===== src/design/kcc_pkg.sv =====
// ----------------------------------------------------------------------------
// kcc_pkg
// Shared types and constants for the key click classifier: phase codes,
// event codes, register indexes, the per-key record and the config bundle.
// ----------------------------------------------------------------------------
package kcc_pkg;

	localparam int NUM_KEYS = 4;

	localparam int KEY_W   = 2;
	localparam int TIME_W  = 32;
	localparam int MS_W    = 16;
	localparam int MASK_W  = 4;
	localparam int CFG_IDX_W = 3;
	localparam int CFG_DATA_W = 16;

	typedef enum logic [2:0] {
		PH_RELEASED    = 3'd0,
		PH_PRESS_DEB   = 3'd1,
		PH_PRESSED     = 3'd2,
		PH_RELEASE_DEB = 3'd3,
		PH_WAIT_DOUBLE = 3'd4,
		PH_DOUBLE_DEB  = 3'd5
	} phase_t;

	typedef enum logic [1:0] {
		EV_NONE   = 2'd0,
		EV_SHORT  = 2'd1,
		EV_LONG   = 2'd2,
		EV_DOUBLE = 2'd3
	} event_t;

	typedef enum logic [CFG_IDX_W-1:0] {
		CFG_ACTIVE_LOW_MASK = 3'd0,
		CFG_DEBOUNCE_MS     = 3'd1,
		CFG_LONG_PRESS_MS   = 3'd2,
		CFG_SHORT_MIN_MS    = 3'd3,
		CFG_DOUBLE_CLICK_MS = 3'd4
	} cfg_idx_t;

	typedef struct packed {
		logic [MASK_W-1:0] active_low_mask;
		logic [MS_W-1:0]   debounce_ms;
		logic [MS_W-1:0]   long_press_ms;
		logic [MS_W-1:0]   short_min_ms;
		logic [MS_W-1:0]   double_click_ms;
	} cfg_t;

	typedef struct packed {
		phase_t            phase;
		logic              stable_pressed;
		logic              candidate_pressed;
		logic [TIME_W-1:0] debounce_start;
		logic [TIME_W-1:0] press_start;
		logic [TIME_W-1:0] release_time;
		logic              long_done;
		logic              suppress_release;
	} key_rec_t;

	localparam key_rec_t KEY_REC_RESET = '{
		phase:             PH_RELEASED,
		stable_pressed:    1'b0,
		candidate_pressed: 1'b0,
		debounce_start:    '0,
		press_start:       '0,
		release_time:      '0,
		long_done:         1'b0,
		suppress_release:  1'b0
	};

endpackage


===== src/design/kcc_in_if.sv =====
// ----------------------------------------------------------------------------
// kcc_in_if
// Scan sample channel: one beat is one pin sample of one key.
// ----------------------------------------------------------------------------
interface kcc_in_if import kcc_pkg::*; ();

	logic              valid;
	logic              ready;
	logic [KEY_W-1:0]  key_index;
	logic              pin_level;
	logic [TIME_W-1:0] time_ms;

	modport source (output valid, output key_index, output pin_level, output time_ms,
		input ready);
	modport sink (input valid, input key_index, input pin_level, input time_ms,
		output ready);

endinterface


===== src/design/kcc_out_if.sv =====
// ----------------------------------------------------------------------------
// kcc_out_if
// Result channel: one beat is the event and debounced level of one key.
// ----------------------------------------------------------------------------
interface kcc_out_if import kcc_pkg::*; ();

	logic             valid;
	logic             ready;
	logic [KEY_W-1:0] key_out;
	logic [1:0]       event_res;
	logic             is_pressed;

	modport source (output valid, output key_out, output event_res, output is_pressed,
		input ready);
	modport sink (input valid, input key_out, input event_res, input is_pressed,
		output ready);

endinterface


===== src/design/kcc_cfg_regs.sv =====
// ----------------------------------------------------------------------------
// kcc_cfg_regs
// Configuration register file; writes to an unknown index are dropped.
// ----------------------------------------------------------------------------
module kcc_cfg_regs import kcc_pkg::*; (
	input  logic                  clk,
	input  logic                  arst_n,
	input  logic                  cfg_we,
	input  logic [CFG_IDX_W-1:0]  cfg_index,
	input  logic [CFG_DATA_W-1:0] cfg_data,
	output cfg_t                  cfg
);

	cfg_t cfg_q;

	always_ff @(posedge clk or negedge arst_n) begin
		if (!arst_n) begin
			cfg_q.active_low_mask <= '0;
			cfg_q.debounce_ms     <= MS_W'(20);
			cfg_q.long_press_ms   <= MS_W'(1000);
			cfg_q.short_min_ms    <= MS_W'(50);
			cfg_q.double_click_ms <= MS_W'(300);
		end else if (cfg_we) begin
			case (cfg_index)
				CFG_ACTIVE_LOW_MASK: cfg_q.active_low_mask <= cfg_data[MASK_W-1:0];
				CFG_DEBOUNCE_MS:     cfg_q.debounce_ms     <= cfg_data[MS_W-1:0];
				CFG_LONG_PRESS_MS:   cfg_q.long_press_ms   <= cfg_data[MS_W-1:0];
				CFG_SHORT_MIN_MS:    cfg_q.short_min_ms    <= cfg_data[MS_W-1:0];
				CFG_DOUBLE_CLICK_MS: cfg_q.double_click_ms <= cfg_data[MS_W-1:0];
				default: ;
			endcase
		end
	end

	assign cfg = cfg_q;

endmodule


===== src/design/kcc_key_step.sv =====
// ----------------------------------------------------------------------------
// kcc_key_step
// Next-record logic of one key: debounce, long press, short press and
// double click decisions for a single sample.
// ----------------------------------------------------------------------------
module kcc_key_step import kcc_pkg::*; (
	input  key_rec_t          rec,
	input  logic              lvl,
	input  logic [TIME_W-1:0] now,
	input  cfg_t              cfg,
	output key_rec_t          rec_nxt,
	output event_t            ev
);

	logic [TIME_W-1:0] deb_elapsed;
	logic [TIME_W-1:0] press_elapsed;
	logic [TIME_W-1:0] rel_elapsed;
	logic              deb_done;
	logic              long_hit;
	logic              short_ok;
	logic              window_over;

	assign deb_elapsed   = now - rec.debounce_start;
	assign press_elapsed = now - rec.press_start;
	assign rel_elapsed   = now - rec.release_time;

	assign deb_done    = deb_elapsed >= {{(TIME_W-MS_W){1'b0}}, cfg.debounce_ms};
	assign long_hit    = press_elapsed >= {{(TIME_W-MS_W){1'b0}}, cfg.long_press_ms};
	assign short_ok    = press_elapsed >= {{(TIME_W-MS_W){1'b0}}, cfg.short_min_ms};
	assign window_over = rel_elapsed >= {{(TIME_W-MS_W){1'b0}}, cfg.double_click_ms};

	always_comb begin
		rec_nxt = rec;
		ev      = EV_NONE;
		unique case (rec.phase)
			PH_RELEASED: begin
				if (lvl) begin
					rec_nxt.candidate_pressed = 1'b1;
					rec_nxt.debounce_start    = now;
					rec_nxt.phase             = PH_PRESS_DEB;
				end
			end
			PH_PRESS_DEB: begin
				if (lvl != rec.candidate_pressed) begin
					rec_nxt.phase = PH_RELEASED;
				end else if (deb_done) begin
					rec_nxt.stable_pressed   = 1'b1;
					rec_nxt.press_start      = now;
					rec_nxt.long_done        = 1'b0;
					rec_nxt.suppress_release = 1'b0;
					rec_nxt.phase            = PH_PRESSED;
				end
			end
			PH_PRESSED: begin
				if (!lvl) begin
					rec_nxt.candidate_pressed = 1'b0;
					rec_nxt.debounce_start    = now;
					rec_nxt.phase             = PH_RELEASE_DEB;
				end else if (!rec.long_done && long_hit) begin
					rec_nxt.long_done = 1'b1;
					ev                = EV_LONG;
				end
			end
			PH_RELEASE_DEB: begin
				if (lvl != rec.candidate_pressed) begin
					rec_nxt.phase = PH_PRESSED;
				end else if (deb_done) begin
					rec_nxt.stable_pressed = 1'b0;
					rec_nxt.release_time   = now;
					if (rec.long_done || rec.suppress_release) begin
						rec_nxt.suppress_release = 1'b0;
						rec_nxt.phase            = PH_RELEASED;
					end else if (short_ok) begin
						rec_nxt.phase = PH_WAIT_DOUBLE;
					end else begin
						rec_nxt.phase = PH_RELEASED;
					end
				end
			end
			PH_WAIT_DOUBLE: begin
				if (window_over) begin
					ev            = EV_SHORT;
					rec_nxt.phase = PH_RELEASED;
				end else if (lvl) begin
					rec_nxt.candidate_pressed = 1'b1;
					rec_nxt.debounce_start    = now;
					rec_nxt.phase             = PH_DOUBLE_DEB;
				end
			end
			PH_DOUBLE_DEB: begin
				if (lvl != rec.candidate_pressed) begin
					rec_nxt.phase = PH_WAIT_DOUBLE;
				end else if (deb_done) begin
					ev                       = EV_DOUBLE;
					rec_nxt.stable_pressed   = 1'b1;
					rec_nxt.press_start      = now;
					rec_nxt.long_done        = 1'b0;
					rec_nxt.suppress_release = 1'b1;
					rec_nxt.phase            = PH_PRESSED;
				end
			end
			default: begin
				rec_nxt.phase          = PH_RELEASED;
				rec_nxt.stable_pressed = 1'b0;
			end
		endcase
	end

endmodule


===== src/design/key_click_classifier.sv =====
// ----------------------------------------------------------------------------
// key_click_classifier
// Per-key debounce and click classifier: short press, long press and
// double click events from timestamped pin samples of up to NUM_KEYS keys.
// ----------------------------------------------------------------------------
// channel | dir | beat
// in_ch   | in  | key_index, pin_level, time_ms (one pin sample)
// out_ch  | out | key_out, event_res, is_pressed (one result per sample)
// cfg     | in  | cfg_we, cfg_index, cfg_data (register write, no read-back)
//
// one sample per cycle while out_ch is not stalled; the sample is registered
// in stage 1 and its result beat in stage 2, which drives out_ch
// stage 1 registers the sample, the key record update and the result
// register are written at the same edge, so back-to-back samples of one
// key see the updated record
// output stall holds both stages; in_ch.ready drops only when stage 1 is full
// and cannot move; arst_n puts every key in the released phase
// ----------------------------------------------------------------------------
module key_click_classifier import kcc_pkg::*; (
	input  logic                  clk,
	input  logic                  arst_n,
	kcc_in_if.sink                in_ch,
	kcc_out_if.source             out_ch,
	input  logic                  cfg_we,
	input  logic [CFG_IDX_W-1:0]  cfg_index,
	input  logic [CFG_DATA_W-1:0] cfg_data
);

	cfg_t              cfg;
	key_rec_t          key_q [NUM_KEYS];

	logic              valid_s1;
	logic [KEY_W-1:0]  key_s1;
	logic              pin_s1;
	logic [TIME_W-1:0] time_s1;

	logic              valid_s2;
	logic [KEY_W-1:0]  key_s2;
	event_t            ev_s2;
	logic              pressed_s2;

	logic              advance;
	logic              in_range;
	logic              lvl;
	key_rec_t          rec_cur;
	key_rec_t          rec_nxt;
	event_t            ev;

	kcc_cfg_regs u_cfg (
		.clk       (clk),
		.arst_n    (arst_n),
		.cfg_we    (cfg_we),
		.cfg_index (cfg_index),
		.cfg_data  (cfg_data),
		.cfg       (cfg)
	);

	assign advance     = valid_s1 && (!valid_s2 || out_ch.ready);
	assign in_ch.ready = !valid_s1 || advance;

	always_ff @(posedge clk or negedge arst_n) begin
		if (!arst_n) begin
			valid_s1 <= 1'b0;
		end else if (in_ch.ready) begin
			valid_s1 <= in_ch.valid;
		end
	end

	always_ff @(posedge clk) begin
		if (in_ch.ready && in_ch.valid) begin
			key_s1  <= in_ch.key_index;
			pin_s1  <= in_ch.pin_level;
			time_s1 <= in_ch.time_ms;
		end
	end

	// record select
	always_comb begin
		in_range = 1'b0;
		rec_cur  = KEY_REC_RESET;
		for (int k = 0; k < NUM_KEYS; k++) begin
			if (int'(key_s1) == k) begin
				in_range = 1'b1;
				rec_cur  = key_q[k];
			end
		end
	end

	assign lvl = pin_s1 ^ cfg.active_low_mask[key_s1];

	kcc_key_step u_step (
		.rec     (rec_cur),
		.lvl     (lvl),
		.now     (time_s1),
		.cfg     (cfg),
		.rec_nxt (rec_nxt),
		.ev      (ev)
	);

	always_ff @(posedge clk or negedge arst_n) begin
		if (!arst_n) begin
			for (int k = 0; k < NUM_KEYS; k++) begin
				key_q[k] <= KEY_REC_RESET;
			end
		end else if (advance) begin
			for (int k = 0; k < NUM_KEYS; k++) begin
				if (int'(key_s1) == k) begin
					key_q[k] <= rec_nxt;
				end
			end
		end
	end

	always_ff @(posedge clk or negedge arst_n) begin
		if (!arst_n) begin
			valid_s2 <= 1'b0;
		end else if (!valid_s2 || out_ch.ready) begin
			valid_s2 <= valid_s1;
		end
	end

	always_ff @(posedge clk) begin
		if (advance) begin
			key_s2     <= key_s1;
			ev_s2      <= in_range ? ev : EV_NONE;
			pressed_s2 <= in_range && rec_nxt.stable_pressed;
		end
	end

	assign out_ch.valid      = valid_s2;
	assign out_ch.key_out    = key_s2;
	assign out_ch.event_res  = ev_s2;
	assign out_ch.is_pressed = pressed_s2;

endmodule

===== src/flat_wrapper.sv =====
// flat-port wrapper written by rule: the top's interface ports become plain ports
module key_click_classifier_flat import kcc_pkg::*;
  (clk, arst_n, cfg_we, cfg_index, cfg_data, in_ch_valid, in_ch_key_index, in_ch_pin_level, in_ch_time_ms, in_ch_ready, out_ch_valid, out_ch_key_out, out_ch_event_res, out_ch_is_pressed, out_ch_ready);
  kcc_in_if in_ch_i ();
  kcc_out_if out_ch_i ();
  input  logic clk;
  input  logic arst_n;
  input  logic cfg_we;
  input  logic [CFG_IDX_W-1:0] cfg_index;
  input  logic [CFG_DATA_W-1:0] cfg_data;
  input wire logic [$bits(in_ch_i.valid)-1:0] in_ch_valid;
  input wire logic [$bits(in_ch_i.key_index)-1:0] in_ch_key_index;
  input wire logic [$bits(in_ch_i.pin_level)-1:0] in_ch_pin_level;
  input wire logic [$bits(in_ch_i.time_ms)-1:0] in_ch_time_ms;
  output wire logic [$bits(in_ch_i.ready)-1:0] in_ch_ready;
  output wire logic [$bits(out_ch_i.valid)-1:0] out_ch_valid;
  output wire logic [$bits(out_ch_i.key_out)-1:0] out_ch_key_out;
  output wire logic [$bits(out_ch_i.event_res)-1:0] out_ch_event_res;
  output wire logic [$bits(out_ch_i.is_pressed)-1:0] out_ch_is_pressed;
  input wire logic [$bits(out_ch_i.ready)-1:0] out_ch_ready;
  assign in_ch_i.valid = in_ch_valid;
  assign in_ch_i.key_index = in_ch_key_index;
  assign in_ch_i.pin_level = in_ch_pin_level;
  assign in_ch_i.time_ms = in_ch_time_ms;
  assign in_ch_ready = in_ch_i.ready;
  assign out_ch_valid = out_ch_i.valid;
  assign out_ch_key_out = out_ch_i.key_out;
  assign out_ch_event_res = out_ch_i.event_res;
  assign out_ch_is_pressed = out_ch_i.is_pressed;
  assign out_ch_i.ready = out_ch_ready;
  key_click_classifier u_core (.clk(clk), .arst_n(arst_n), .in_ch(in_ch_i), .out_ch(out_ch_i), .cfg_we(cfg_we), .cfg_index(cfg_index), .cfg_data(cfg_data));
endmodule

===== config.mk =====
export PLATFORM = sky130hd
export DESIGN_NAME = key_click_classifier_flat
export DESIGN_NICKNAME = d
export VERILOG_FILES = /design/src/design/kcc_pkg.sv /design/src/design/kcc_in_if.sv /design/src/design/kcc_out_if.sv /design/src/design/kcc_cfg_regs.sv /design/src/design/kcc_key_step.sv /design/src/design/key_click_classifier.sv /design/src/flat_wrapper.sv
export SDC_FILE = /design/constraint.sdc
export NUM_CORES = 1
export LEC_CHECK = 0
export BUFFER_PORTS_ARGS = -buffer_cell sky130_fd_sc_hd__buf_4
export CORE_MARGIN = 2
export CORE_UTILIZATION = 54
export DETAILED_ROUTE_END_ITERATION = 8
export PLACE_DENSITY = 0.8
export SYNTH_ARGS = -nofsm -noshare
export SYNTH_HDL_FRONTEND = slang
export SYNTH_SLANG_ARGS = --single-unit

===== constraint.sdc =====
create_clock -name clk -period 17.1 [get_ports clk]
set_clock_uncertainty 0.1 [all_clocks]
set_input_delay 1.71 -clock clk [delete_from_list [all_inputs] [get_ports clk]]
set_output_delay 1.71 -clock clk [all_outputs]
set_load 0.01 [all_outputs]

Word level (Yosys, flattened, before mapping)
Cells that the tools add are included.
Cells by class
  $add $sub $neg: 3
  order comparisons: 5
  eq/ne operators: 13
  mux-type cells: 52
  bitwise logic cells: 1
  reductions and logical operators: 24
Operators with widths (count)
  $mux 103: 4
  $mux 32: 6
  $ge 32x16->1: 4
  $mux 33: 3
  $pmux 33 s3: 1
  $sub 32x32->32: 3
  $mux 3: 9
  $pmux 3 s6: 1
  $reduce_and 2->1: 9
  $mux 2: 8
  $mux 1: 13
  $eq 3x2->1 const B: 4
  $eq 3x3->1 const B: 3
  $pmux 1 s3: 3
  $mux 4: 2
  $eq 3x1->1 const B: 2
  $logic_not 3->1: 2
  $pmux 2 s3: 1
  $eq 2x2->1 const B: 2
  $logic_and 1x1->1: 4
  $logic_not 1->1: 3
  $logic_or 1x1->1: 3
  $lt 2x3->1 const B: 1
  $reduce_or 3->1: 1
  other kinds (6): 6
Storage, ports and cells
  flip-flop bits (word level): 522
  output and inout bits: 7

Logic depth before layout (Yosys ltp)
  depth after elaboration: 13
  mapped depth: 28

Hierarchy
From an unflattened synthesis, not the netlist that was laid out.
Second synthesis, totals
  cells, all modules: 2850
  area total of the unflattened synthesis: 32551.2 um^2
By module, submodules not included
  key_click_classifier: instances 1, cells an instance 1054, area an instance 19048.3 um^2
  kcc_key_step: instances 1, cells an instance 1648, area an instance 10903.0 um^2
  kcc_cfg_regs: instances 1, cells an instance 148, area an instance 2600.0 um^2

Worst setup path before layout
OpenSTA, ideal clock, no wires.
  path kind: reg-to-reg
  start: register u_core.key_s1[0]
  end: register u_core.key_q[90] in the netlist's numbering
  library setup time: 0.125 ns
  arrival time: 6.396 ns
  data required time: 16.875 ns
  path slack: 10.480 ns
  cell stages (with the launch flop): 28
  buffers on the path: 5
  cell sequence: edfxtp_1 buf_6 buf_1 clkbuf_1 buf_1 mux4_2 inv_1 ha_1 a211oi_1 o21ai_0 a21oi_1 o21ai_0 a21oi_1 o21bai_1 xor2_1 ha_1 nand4_1 o21ai_0 a31oi_1 a2bb2oi_1 nand4_1 nor4_1 nand4_1 nor4b_2 o21ai_2 buf_4 mux2_4 mux2_2
Between the ends
  cells in the longest elaborated chain, start to end: 9
RTL lines
  from (decl): line key_click_classifier.sv:33  | logic [KEY_W-1:0] key_s1;
  from (signal assigned): line key_click_classifier.sv:71  | key_s1 <= in_ch.key_index;
  $logic_not 2->1: line key_click_classifier.sv:82  | if (int'(key_s1) == k) begin
  $mux 103 (4 in series): line key_click_classifier.sv:82
  $sub 32x32->32: line kcc_key_step.sv:25  | assign rel_elapsed = now - rec.release_time;
  $ge 32x16->1: line kcc_key_step.sv:30  | assign window_over = rel_elapsed >= {{(TIME_W-MS_W){1'b0}}, cfg.double_click_ms};
  $mux 33: line kcc_key_step.sv:81  | if (window_over) begin
  $pmux 33 s3: line kcc_key_step.sv:35  | unique case (rec.phase)
  to (signal, indexed assignment): line key_click_classifier.sv:108  | key_q[k] <= rec_nxt;
  to (decl): line key_click_classifier.sv:30  | key_rec_t key_q [NUM_KEYS];
Parallel ways exist; a longest one is shown, timed or not. The select of a mux whose other input is x is not followed.
A chain may end at the register's enable or synchronous reset.

Worst setup path in the final report
  start: register u_core.key_s1[0]
  end: register u_core.key_q[390] in the netlist's numbering
Between the ends
  cells in the longest elaborated chain, start to end: 9
RTL lines (line)
  $logic_not 2->1: key_click_classifier.sv:82, key_click_classifier.sv:107
  $mux 103 (4 in series): key_click_classifier.sv:82
  $sub 32x32->32: kcc_key_step.sv:25
  $ge 32x16->1: kcc_key_step.sv:30
  $mux 33: kcc_key_step.sv:81
  $pmux 33 s3: kcc_key_step.sv:35
Parallel ways exist; a longest one is shown, timed or not. The select of a mux whose other input is x is not followed.

==> flow_summary.ini <==
[status]
status = finished clean

[route]
drcViolationCount = 0
wl_um = 86220
drtIter0Drc = 2476
first_pass_iters = 6
ant_nets = 0
routedWlPerCell_um = 22.83
route.vias.total = 24070
avgViaCountPerCell = 6.374

[clock_tree]
numCtsBuffers = 57
cts-root-buf = clkbuf_16
clk_pin_slew_ps = 60
clock_latency_ps = 640
cts_setup_buffers = 0
cts_resized = 0
cts_buffer_depth = 3
cts_tree = yes
hold_buffers = 0
htree_levels = 2
clkSinkCount = 522

[final_layout]
multiInputGateArea_um2 = 15710
nets = 3203
syn2layout_area_growth_pct = 9.683
num_antenna_cells = 0
drive_gt1_frac = 0.1624
fill_cells = 4527
area.sequential_um2 = 13280

[yosys]
synth.largest_area_cell = dfrtp_1
yosysMostFrequentCell = dfrtp_1
synth_cell_types = 83
synth_edf_count = 40
synthesis.area_um2 = 30290
async_reset_ff_frac = 0.9234
synth_common_cells = dfrtp_1 (467), nand2_1 (294), a21oi_1 (272), nor2_1 (258), o21ai_0 (245)
yosys_warnings = 0
synth.net_count = 3210
synth_seq_area_share = 0.4385
ys_ff_latch = 522
synth-main-ff-cell = dfrtp_1
netlist.area_leader.share = 0.3858
yosys-top-cells-area = dfrtp_1 (39%), mux4_2 (7.7%), ha_1 (6.5%), mux2_2 (5.1%), a21oi_1 (4.5%)
syn_avg_cell_area_um2 = 10.13
synthCells = 2990

[place]
dp_hpwl_um = 59630
gp_congestion = 0.9703
io_buffers = 65

[die]
core_area_um2 = 55310
die_width_um = 240.8
die-height_um = 240.8
num_io_pins = 66
start_util = 0.5476
num_rows = 86
die_area_um2 = 58000

[timing]
worst_pin_slew_ps = 1211
period_needed_ps = 7799
slew_headroom = 0.1925
fin_crit_sh = 0.4561
slew_viol_final = 0
grt_setup_unrepaired = false
whs_ps = 374.9
max_freq_mhz = 128.2
setup_tns_ps = 0
hold_viol = 0
setup_viol = 0

[setup_path]
cp-startpoint = u_core.key_s1[0]$_DFFE_PP_
reg2reg_depth = 23
worstPathArrival_ps = 8210
start_kind = flip-flop
path_max_fanout = 76
criticalPathCategory = reg2reg
r2r_slack_ps = 9300
endpoint = u_core.key_q[390]$_DFFE_PN0P_
crit_path_end_kind = flip-flop
crit_required_ps = 17510
reg2reg_to = u_core.key_q[390]$_DFFE_PN0P_
rr_startpoint = u_core.key_s1[0]$_DFFE_PP_

[hold_path]
hold_path.class = reg2reg

[global_route]
grt_use_met3 = 0.05158
grt_max_degree = 136
grt_pass1_wl_um = 135000
grt_pass1_vias = 23870
grt.met2_usage = 0.4738
overflow = 0
grt.busiest_layer = met2
grtUsageTotal = 0.3008
grt_antenna_before_repair = 1
grtUsageMet1 = 0.4201

[pwr]
power.density_nw_per_um2 = 203.5
leakagePower_nw = 14.35
ir_worst_vdd_uv = 106.5

[flow_run]
cap_viol_max_count = 0
## worst min path at each step
stage | from | cells after the start | endpoint | slack [ps]
2_1_floorplan | u_core.key_q[105]$_DFFE_PN0P_ | 2 | u_core.key_q[105]$_DFFE_PN0P_ | 340
3_3_place_gp | u_core.key_q[3]$_DFFE_PN0P_ | 2 | u_core.key_q[3]$_DFFE_PN0P_ | 360
3_5_place_dp | u_core.key_q[27]$_DFFE_PN0P_ | 2 | u_core.key_q[27]$_DFFE_PN0P_ | 370
4_1_cts | u_core.key_q[27]$_DFFE_PN0P_ | 2 | u_core.key_q[27]$_DFFE_PN0P_ | 380
5_1_grt | u_core.key_q[2]$_DFFE_PN0P_ | 2 | u_core.key_q[2]$_DFFE_PN0P_ | 400
6_report | u_core.key_q[18]$_DFFE_PN0P_ | 2 | u_core.key_q[18]$_DFFE_PN0P_ | 370
## worst max-delay path, cell delays in order, from the launching register on
cell and delay, ps:
edfxtp_1 790, buf_12 580, buf_4 600, mux4_2 600, inv_1 80, ha_1 230
nand2_1 100, a211oi_1 200, a21bo_2 290, o21bai_1 540, xor2_1 150, ha_1 350
a21o_1 180, a21oi_1 180, o22ai_1 130, nor2_1 150, nand4_1 90, nor4_1 300
nand4_1 370, nor4b_2 440, o21ai_4 220, buf_4 290, mux2_4 350, mux2_2 280
## metrics by stage
step                      cell area, um2  power [mW]    util  setup WS, ps  std cells
after floorplan                    30290       4.524       -         10480       2990
after global placement             31390       5.278  0.5676          9592       3672
after detailed placement           31390       5.478  0.5676          9345       3672
after CTS                          33220       6.706  0.6006          9299       3777
after global routing               33220       7.226  0.6006          8851       3777
final                              33220       6.759  0.6006          9301       3777
## layout make-up
class / instances / share of cell area
Clock buffer: 78 / 0.04742
Inverter: 190 / 0.02147
Timing Repair Buffer: 96 / 0.02267
Clock inverter: 27 / 0.007683
Multi-Input combinational cell: 2116 / 0.4728
Sequential cell: 522 / 0.3998
Tap cell: 748 / 0.02817
## placed cells by master, fill, tap and decap left out, types with 40 or more instances in the layout
cell	synthesis	layout
dfrtp_1	467	467
nand2_1	294	293
a21oi_1	272	272
nor2_1	258	256
o21ai_0	245	245
inv_1	190	190
ha_1	158	158
mux2_2	137	137
mux4_2	104	104
buf_4	6	93
mux2i_1	74	74
a31oi_1	64	64
clkbuf_16	0	57
a21o_1	43	43
edfxtp_1	40	40
## flip-flops by register name, indices dropped and copies added, names as in the netlist
| name | flops |
|---|---|
| u_core.out_ch.is_pressed | 1 |
| u_core.valid_s1 | 1 |
| u_core.u_cfg.cfg | 68 |
| u_core.pin_s1 | 1 |
| u_core.key_q | 412 |
| u_core.out_ch.key_out | 2 |
| u_core.out_ch.event_res | 2 |
| u_core.key_s1 | 2 |
| u_core.time_s1 | 32 |
| u_core.out_ch.valid | 1 |
## logic make-up (layout without fill, tap and decap cells)
group           count (synthesis)  in the layout  synth area share
compound gates                813            813            0.1590
fa+ha+maj                     162            162           0.06763
buf+inv                       352            391           0.04515
simple gates                  735            735            0.1065
flops                         522            522            0.4385
xor+xnor                       72             72           0.02107
mux                           334            334            0.1621
## metal layers
layer,routed length (um),vias up
li1,-,10740
met1,36350,12150
met2,39820,993
met3,6698,192
met4,3339,2
met5,13,-
## power by group
part	internal (mW)	switching (mW)
Combinational	1.44	2.05
Clock	0.680	0.523
Sequential	1.77	0.290
Total	3.89	2.86
Power figures use the tool's default switching activity.
